### src/design/dfd_pkg.sv
// ----------------------------------------------------------------------------
// dfd_pkg
// Shared types and constants for the diagnostic frame deframer: result kind
// and status codes, the minimum frame length and the header byte positions.
// ----------------------------------------------------------------------------
package dfd_pkg;

  localparam int unsigned ByteW = 8;
  localparam int unsigned SumW  = 16;

  // Smallest legal frame: address, command, length, two checksum bytes
  localparam logic [ByteW-1:0] MinFrameLen = 8'd5;

  // Frame positions of the address, command and length bytes
  localparam logic [ByteW-1:0] PosAddr = 8'd0;
  localparam logic [ByteW-1:0] PosCmd  = 8'd1;
  localparam logic [ByteW-1:0] PosLen  = 8'd2;

  typedef enum logic [1:0] {
    KIND_CMD  = 2'd0,
    KIND_DATA = 2'd1,
    KIND_END  = 2'd2
  } kind_e;

  typedef enum logic [1:0] {
    ST_OK      = 2'd0,
    ST_BAD_SUM = 2'd1,
    ST_BAD_LEN = 2'd2,
    ST_ABORT   = 2'd3
  } status_e;

  // One result transaction
  typedef struct packed {
    logic [ByteW-1:0] out_byte;
    kind_e            kind;
    status_e          status;
    logic             last;
  } result_t;

endpackage

### src/design/dfd_if.sv
// ----------------------------------------------------------------------------
// dfd_if
// Valid/ready channels of the deframer: received line bytes in, command,
// data and end-of-frame results out.
// ----------------------------------------------------------------------------
interface dfd_in_if;
  logic       valid;
  logic       ready;
  logic [7:0] rx_byte;
  logic       line_idle;

  modport source (output valid, output rx_byte, output line_idle, input ready);
  modport sink   (input valid, input rx_byte, input line_idle, output ready);
endinterface

interface dfd_out_if;
  logic           valid;
  logic           ready;
  logic [7:0]     out_byte;
  dfd_pkg::kind_e   kind;
  dfd_pkg::status_e status;
  logic           last;

  modport source (output valid, output out_byte, output kind, output status,
                  output last, input ready);
  modport sink   (input valid, input out_byte, input kind, input status,
                  input last, output ready);
endinterface

### src/design/diag_frame_deframer_sum16.sv
// ----------------------------------------------------------------------------
// diag_frame_deframer_sum16
// Streaming deframer for length-prefixed diagnostic frames with a 16-bit
// additive checksum. Passes the command and data bytes through and closes
// each frame with one end-of-frame status transaction.
// ----------------------------------------------------------------------------
//  channel | dir | payload                          | role
//  --------+-----+----------------------------------+---------------------------
//  rx_i    | in  | rx_byte[7:0], line_idle          | one line byte per transaction
//  res_o   | out | out_byte[7:0], kind, status, last| command, data or end result
//
//  One byte is accepted every cycle while res_o does not stall; each byte passes
//  through an input register, then the frame state update and the result
//  register. Bytes that give no result (address, valid length, low checksum,
//  idle while hunting) leave nothing in the result register.
//  Reset (rst_ni low, asynchronous) returns the block to hunting with all
//  frame state cleared. A stall on res_o holds the input register when its
//  byte gives a result, and rx_i ready drops only while both registers are occupied.
// ----------------------------------------------------------------------------
module diag_frame_deframer_sum16 (
  input  logic   clk_i,
  input  logic   rst_ni,
  dfd_in_if.sink    rx_i,
  dfd_out_if.source res_o
);
  import dfd_pkg::*;

  // Input register
  logic             in_vld_q;
  logic [ByteW-1:0] in_byte_q;
  logic             in_idle_q;

  // Frame state
  logic [ByteW-1:0] cnt_q, cnt_d;
  logic [ByteW-1:0] len_q, len_d;
  logic [SumW-1:0]  sum_q, sum_d;
  logic [ByteW-1:0] sum_lo_q, sum_lo_d;

  // Result register
  logic    res_vld_q;
  result_t res_q, res_d;

  logic emit;
  logic res_free;
  logic advance;
  logic [ByteW:0] pos_plus2;
  logic [SumW-1:0] sum_add;

  assign res_free  = !res_vld_q || res_o.ready;
  assign advance   = in_vld_q && (res_free || !emit);
  assign rx_i.ready = !in_vld_q || advance;

  // Capture the input transaction
  always_ff @(posedge clk_i or negedge rst_ni) begin
    if (!rst_ni) begin
      in_vld_q <= 1'b0;
    end else if (rx_i.ready) begin
      in_vld_q <= rx_i.valid;
    end
  end

  always_ff @(posedge clk_i) begin
    if (rx_i.ready && rx_i.valid) begin
      in_byte_q <= rx_i.rx_byte;
      in_idle_q <= rx_i.line_idle;
    end
  end

  assign pos_plus2 = {1'b0, cnt_q} + 9'd2;
  assign sum_add   = sum_q + {{(SumW-ByteW){1'b0}}, in_byte_q};

  // Advance the frame state and build the result
  always_comb begin
    cnt_d    = cnt_q;
    len_d    = len_q;
    sum_d    = sum_q;
    sum_lo_d = sum_lo_q;
    emit     = 1'b0;
    res_d    = '{out_byte: '0, kind: KIND_END, status: ST_OK, last: 1'b1};

    if (in_idle_q) begin
      // Drop a partial frame
      if (cnt_q != PosAddr) begin
        cnt_d        = '0;
        len_d        = '0;
        sum_d        = '0;
        sum_lo_d     = '0;
        emit         = 1'b1;
        res_d.status = ST_ABORT;
      end
    end else if (cnt_q == PosAddr) begin
      sum_d = {{(SumW-ByteW){1'b0}}, in_byte_q};
      cnt_d = PosCmd;
    end else if (cnt_q == PosCmd) begin
      sum_d          = sum_add;
      cnt_d          = PosLen;
      emit           = 1'b1;
      res_d.out_byte = in_byte_q;
      res_d.kind     = KIND_CMD;
      res_d.last     = 1'b0;
    end else if (cnt_q == PosLen) begin
      if (in_byte_q < MinFrameLen) begin
        cnt_d        = '0;
        len_d        = '0;
        sum_d        = '0;
        sum_lo_d     = '0;
        emit         = 1'b1;
        res_d.status = ST_BAD_LEN;
      end else begin
        len_d = in_byte_q;
        sum_d = sum_add;
        cnt_d = cnt_q + 8'd1;
      end
    end else if (len_q >= MinFrameLen && pos_plus2 < {1'b0, len_q}) begin
      // Data byte
      sum_d          = sum_add;
      cnt_d          = cnt_q + 8'd1;
      emit           = 1'b1;
      res_d.out_byte = in_byte_q;
      res_d.kind     = KIND_DATA;
      res_d.last     = 1'b0;
    end else if (len_q >= MinFrameLen && pos_plus2 == {1'b0, len_q}) begin
      // Low checksum byte
      sum_lo_d = in_byte_q;
      cnt_d    = cnt_q + 8'd1;
    end else begin
      // High checksum byte: close the frame
      cnt_d    = '0;
      len_d    = '0;
      sum_d    = '0;
      sum_lo_d = '0;
      emit     = 1'b1;
      res_d.status = (sum_lo_q == sum_q[ByteW-1:0] && in_byte_q == sum_q[SumW-1:ByteW])
                     ? ST_OK : ST_BAD_SUM;
    end
  end

  // Hold frame state until the byte is processed
  always_ff @(posedge clk_i or negedge rst_ni) begin
    if (!rst_ni) begin
      cnt_q    <= '0;
      len_q    <= '0;
      sum_q    <= '0;
      sum_lo_q <= '0;
    end else if (advance) begin
      cnt_q    <= cnt_d;
      len_q    <= len_d;
      sum_q    <= sum_d;
      sum_lo_q <= sum_lo_d;
    end
  end

  // Result register
  always_ff @(posedge clk_i or negedge rst_ni) begin
    if (!rst_ni) begin
      res_vld_q <= 1'b0;
    end else if (res_free) begin
      res_vld_q <= advance && emit;
    end
  end

  always_ff @(posedge clk_i) begin
    if (res_free && advance && emit) begin
      res_q <= res_d;
    end
  end

  assign res_o.valid    = res_vld_q;
  assign res_o.out_byte = res_q.out_byte;
  assign res_o.kind     = res_q.kind;
  assign res_o.status   = res_q.status;
  assign res_o.last     = res_q.last;

endmodule

### src/flat_wrapper.sv
// flat-port wrapper written by rule: the top's interface ports become plain ports
module diag_frame_deframer_sum16_flat import dfd_pkg::*;
  (clk_i, rst_ni, rx_i_valid, rx_i_rx_byte, rx_i_line_idle, rx_i_ready, res_o_valid, res_o_out_byte, res_o_kind, res_o_status, res_o_last, res_o_ready);
  dfd_in_if rx_i_i ();
  dfd_out_if res_o_i ();
  input  logic clk_i;
  input  logic rst_ni;
  input wire logic [$bits(rx_i_i.valid)-1:0] rx_i_valid;
  input wire logic [$bits(rx_i_i.rx_byte)-1:0] rx_i_rx_byte;
  input wire logic [$bits(rx_i_i.line_idle)-1:0] rx_i_line_idle;
  output wire logic [$bits(rx_i_i.ready)-1:0] rx_i_ready;
  output wire logic [$bits(res_o_i.valid)-1:0] res_o_valid;
  output wire logic [$bits(res_o_i.out_byte)-1:0] res_o_out_byte;
  output wire logic [$bits(res_o_i.kind)-1:0] res_o_kind;
  output wire logic [$bits(res_o_i.status)-1:0] res_o_status;
  output wire logic [$bits(res_o_i.last)-1:0] res_o_last;
  input wire logic [$bits(res_o_i.ready)-1:0] res_o_ready;
  assign rx_i_i.valid = rx_i_valid;
  assign rx_i_i.rx_byte = rx_i_rx_byte;
  assign rx_i_i.line_idle = rx_i_line_idle;
  assign rx_i_ready = rx_i_i.ready;
  assign res_o_valid = res_o_i.valid;
  assign res_o_out_byte = res_o_i.out_byte;
  assign res_o_kind = res_o_i.kind;
  assign res_o_status = res_o_i.status;
  assign res_o_last = res_o_i.last;
  assign res_o_i.ready = res_o_ready;
  diag_frame_deframer_sum16 u_core (.clk_i(clk_i), .rst_ni(rst_ni), .rx_i(rx_i_i), .res_o(res_o_i));
endmodule
### config.mk
export PLATFORM = sky130hd
export DESIGN_NAME = diag_frame_deframer_sum16_flat
export DESIGN_NICKNAME = d
export VERILOG_FILES = /design/src/design/dfd_pkg.sv /design/src/design/dfd_if.sv /design/src/design/diag_frame_deframer_sum16.sv /design/src/flat_wrapper.sv
export SDC_FILE = /design/constraint.sdc
export NUM_CORES = 1
export LEC_CHECK = 0
export BUFFER_PORTS_ARGS = -buffer_cell sky130_fd_sc_hd__buf_2
export CAP_MARGIN = 20
export CELL_PAD_IN_SITES_DETAIL_PLACEMENT = 1
export CELL_PAD_IN_SITES_GLOBAL_PLACEMENT = 2
export CORE_MARGIN = 1
export CORE_UTILIZATION = 35
export CTS_BUF_LIST = sky130_fd_sc_hd__clkbuf_4 sky130_fd_sc_hd__clkbuf_8 sky130_fd_sc_hd__clkbuf_16
export CTS_CLUSTER_DIAMETER = 200
export DETAILED_ROUTE_END_ITERATION = 7
export PLACE_DENSITY_LB_ADDON = 0.1
export SYNTH_ARGS = -nofsm -noshare
export SYNTH_HDL_FRONTEND = slang
export SYNTH_SLANG_ARGS = --single-unit
### constraint.sdc
create_clock -name clk_i -period 4.6 [get_ports clk_i]
set_input_delay 0.69 -clock clk_i [delete_from_list [all_inputs] [get_ports clk_i]]
set_output_delay 0.69 -clock clk_i [all_outputs]
set_load 0.02 [all_outputs]
# Word level (Yosys, flattened, before mapping)
# Index checks and enable logic that the tools add are counted.
# totals
register_bits	64
elab_cells	106
# op_classes
add_sub_neg	3
order_cmp	3
n_eq_ne	12
n_mux	53
n_reduce_logical	22
# op_table
op	n
two-way mux 8 bit	22
two-way mux 16 bit	8
two-way mux 10 bit	3
adder 16 x 8 -> 16 bit	1
== test 8 bit	2
two-way mux 2 bit	7
two-way mux 1 bit	12
AND reduction 6 bit	2
adder 8 x 2 -> 9 bit (second input constant)	1
== test 9 x 8 -> 1 bit	1
< comparator 9 x 8 -> 1 bit	1
adder 8 x 1 -> 8 bit (second input constant)	1
== test 8 x 1 -> 1 bit (second input constant)	1
== test 8 x 2 -> 1 bit (second input constant)	1
>= comparator 8 x 3 -> 1 bit (second input constant)	1
logical AND 1 bit	8
logical NOT 8 bit	1
< comparator 8 x 3 -> 1 bit (second input constant)	1
nonzero test 8 bit	1
!= test 3 x 1 -> 1 bit (second input constant)	2
!= test 6 x 1 -> 1 bit (second input constant)	1
!= test 2 x 1 -> 1 bit (second input constant)	2
OR reduction 4 bit	1
logical NOT 1 bit	3
other kinds (7)	9

# Logic depth before layout (Yosys ltp)
# depth
ltp_word	14
depth_mapped	13
depth_no_buf	12

# Worst setup path after synthesis
# OpenSTA, ideal clock, no wires.
# synth_timing
kind	register -> register
from	register u_core.cnt_q[2]
to	register u_core.in_byte_q[0], enable pin
t_arrival_ns	2.812
t_required_ns	4.263
path_slack_ns	1.451
path_stages_with_launch	13
path_buffers	0
cell_sequence	dfrtp_1 ha_1 and3_1 nand3_1 xnor2_1 ha_1 nand4_1 nor2_1 nand3_1 a211oi_2 nand2_1 nand4_1 and2_1
# synth_between
elab_chain_cells	14
# synth_lines
item	line	text
start: declaration	diag_frame_deframer_sum16.sv:34	logic [ByteW-1:0] cnt_q, cnt_d;
start signal: assignment	diag_frame_deframer_sum16.sv:146	cnt_q <= cnt_d;
parallel branches: the longest is 8 deep, another holds adder 8 x 2 -> 9 bit	--	
two-way mux 1 bit (*)	diag_frame_deframer_sum16.sv:81	if (in_idle_q) begin
logical NOT 1 bit (*)	diag_frame_deframer_sum16.sv:50	assign advance = in_vld_q && (res_free || !emit);
logical OR 1 bit (*)	diag_frame_deframer_sum16.sv:50	
logical AND 1 bit (*)	diag_frame_deframer_sum16.sv:50	
logical OR 1 bit (*)	diag_frame_deframer_sum16.sv:51	assign rx_i.ready = !in_vld_q || advance;
named net rx_i_ready	flat_wrapper.sv:11	output wire logic [$bits(rx_i_i.ready)-1:0] rx_i_ready;
logical AND 1 bit (*)	diag_frame_deframer_sum16.sv:63	if (rx_i.ready && rx_i.valid) begin
end signal: assignment	diag_frame_deframer_sum16.sv:64	in_byte_q <= rx_i.rx_byte;
end: declaration	diag_frame_deframer_sum16.sv:30	logic [ByteW-1:0] in_byte_q;
# Mark *: on every way through the listed nets, which the timed path passes.
# A chain may end at the register's enable or synchronous reset.

# Final worst setup path
# layout_timing
from	register u_core.cnt_q[2]
to	output port rx_i_ready
# layout_between
elab_chain_cells	13
# layout_lines
item	line
parallel branches: the longest is 8 deep, another holds adder 8 x 2 -> 9 bit	--
two-way mux 1 bit (*)	diag_frame_deframer_sum16.sv:81
logical NOT 1 bit (*)	diag_frame_deframer_sum16.sv:50
logical OR 1 bit (*)	diag_frame_deframer_sum16.sv:50
logical AND 1 bit (*)	diag_frame_deframer_sum16.sv:50
logical OR 1 bit (*)	diag_frame_deframer_sum16.sv:51
end: declaration	flat_wrapper.sv:11
# Every way passes the cells marked *.

==> metrics <==
dominant cell type by area after synthesis dfrtp_1; Setup TNS Final 0 ns; Reg-to-Reg Start u_core.cnt_q[1]; #FFs+latches synth 64; clk sink count 64; startpoint types register; wire per inst 20.0 µm; H-tree level count 3; top cells by area, synth dfrtp_1 26%, edfxtp_1 16%, ha_1 6.4%, xor2_1 4.3%, mux2i_1 3.9%; DPL Wire Length 8620 µm; post-synthesis cell count 411; Synth Flop Type dfrtp_1; commonest non-fill, non-tap cell in the layout dfrtp_1; first-pass GRT wire length 18,900 µm; pwr/cell area 561 nW/µm²; Bufs on Longest Clock Path 2; Layout area overhead 14.6%; # DRC 0; DIE AREA 12,100 µm²; Post-DRT Antenna Nets 0; die width 110 µm; gr usage total 21.5%; RR Endpoint u_core.res_o.status[0]; Slew HR 35.0%; Hold Path Class in2async; Highest Clock Rate 252 MHz; slowest cell delay on critical path 0.49 ns; async set-reset flop share out of synthesis 65.6%; Congestion Overflow GR 0; layout cells sized above 1 14.8%; Vias/cell 5.59; core area 11,400 µm²; CP Buf/Inv Count 1; FP Rows 39; total iterations of the first detailed-routing run 4; critical path class reg2out; dpl cell area 4360 µm²; IO buf count 27; Max Cap Viol 0; Mean Syn Cell Area 9.92 µm²; CTS tree built; I/O pins 28; die span in y 110 µm; worst path arrival time 3.28 ns; antenna cells 0; Netlist cell types 63; vias in the first global route 3,417; leakage power 1.92 nW; Setup Skew 0.00644 ns; CP Cell Sequence ha_1 -> and3_1 -> nand3_1 -> xnor2_1 -> ha_1 -> nand4_1 -> nor2_1 -> nand3_1 -> a211oi_2 -> nand2_1 -> nand4_1 -> buf_2; Yosys top cell area share 25.8%; Num CTS Buffers 9; FF-to-FF path depth 11; fin. max-slew vios 0; Synth Cell Area 4080 µm²; critical path's top delay family simple AND/OR/NAND/NOR gates; final net count 477; Final GP Congestion 0.769; status complete, no violations; largest net degree at the start of global routing 43; initial antenna violation count 0; syn nets 446; initial core utilization 35.9%; routed vias 3,299; setup violators final 0; critical path endpoint category output port; clk slew on worst S/H paths 0.06 ns; Tcrit/Tclk final 86.4%; fill count 1,297; Ys Warns 0; Pwr Total 2.62 mW; worst skew pair latency 0.34 ns; Hold Buf Count CTS 0; Post-synth EDFFs 22; VDD IR-drop max 0.000276 V; final hold vios 0; RSZ-0062 raised after global routing no; register area share after synthesis 42.0%; minimum clock period 3.97 ns; Slew @ Worst Pin 0.967 ns; data required time of the worst path 3.91 ns; Finished Core Util 41.1%; Root Buffer clkbuf_16; CTS resizes 0; worst reg2reg setup slack 0.96 ns; Critical-path top delay cell a211oi_2; WL final 11,800 µm; fin area 4670 µm²; commonest non-fill, non-tap cells in the layout 42 x dfrtp_1, 34 x nand2_1, 31 x inv_1, 27 x buf_2, 22 x edfxtp_1; top fanout value on the critical path 6; Post-CTS Setup Inserts 0; WHS 0.277 ns; Iter 0 DRT Violations 129
[where the power goes]
group          switching [mW]  internal (mW)
combinational           0.746          0.392
sequential             0.0893          0.701
clock                   0.260          0.435
[worst max-delay path by stage]
| stage | from | endpoint | slack, ns | depth (start not counted) |
|---|---|---|---|---|
| 2_1_floorplan | u_core.cnt_q[2] | u_core.in_byte_q[0] | 1.45 | 12 |
| 3_3_place_gp | u_core.cnt_q[2] | rx_i_ready | 1.11 | 12 |
| 3_5_place_dp | u_core.cnt_q[1] | u_core.res_o.out_byte[0] | 0.95 | 11 |
| 4_1_cts | u_core.cnt_q[2] | rx_i_ready | 0.62 | 12 |
| 5_1_grt | u_core.cnt_q[2] | rx_i_ready | 0.39 | 12 |
| 6_report | u_core.cnt_q[2] | rx_i_ready | 0.63 | 12 |
[synth_stat cells (2+ instances only)]
cell,instances
edfxtp_1,22
or3_1,4
o211ai_1,7
nor3b_1,3
dfrtp_1,42
nor2_1,20
mux2i_1,16
and3_1,9
o21bai_1,4
a211oi_1,8
o22ai_1,3
nand2b_1,3
and2_1,12
nand4_1,9
ha_1,21
nand2_1,34
buf_2,3
xor2_1,20
o21ai_1,14
o21ai_0,13
clkbuf_1,5
a21oi_4,2
a22oi_1,5
nor4_1,5
a21oi_1,10
o31ai_1,14
a32oi_1,2
inv_1,31
a31oi_1,2
xnor2_1,6
nor3_1,14
nand3_2,2
nand3_1,16
[registers in the layout, summed over array words and instances (netlist names)]
register               flops
u_core.sum_q              16
u_core.cnt_q               8
u_core.in_byte_q           8
u_core.len_q               8
u_core.res_o.out_byte      8
u_core.sum_lo_q            8
u_core.res_o.kind          2
u_core.res_o.status        2
u_core.in_idle_q           1
u_core.in_vld_q            1
u_core.res_o.last          1
u_core.res_o.valid         1
[logic make-up (layout without fill, tap and decap cells)]
| family | after synthesis | in the layout | share of synthesized area [%] |
|---|---|---|---|
| AOI/OAI and AO/OA | 101 | 101 | 18.7 |
| DFF | 64 | 64 | 42.0 |
| and+or+nand+nor | 140 | 140 | 18.7 |
| adders and majority gates | 22 | 22 | 6.93 |
| xor gates and xnor gates | 26 | 26 | 5.58 |
| buffers and inverters | 42 | 78 | 4.23 |
| muxes | 16 | 16 | 3.93 |
[metrics by stage]
stage,cells,worst slack [ns]
final,590,0.627
after global routing,590,0.393
after CTS,589,0.618
after detailed placement,573,0.950
after global placement,573,1.11
after floorplan,411,1.45
[final cells by class]
class                   count  area, µm²  share of cell area, %
clock buffers              12        248                   5.30
clock inverters             4       46.3                  0.991
inverters                  31        116                   2.49
multi-input cells         305       2190                   47.0
flip-flops and latches     64       1710                   36.6
well taps                 143        179                   3.83
repair buffers             31        178                   3.80
[metal layers]
metal  track usage [%]  up-vias  share of wire (%)
met5                 0        -                  0
met4              7.71        0                1.5
met3              3.97       15                3.4
met2              31.9       55                 44
met1              31.0     1646                 51
li1                  -     1583                  -
No activity file was read; power rests on OpenSTA's default activity.
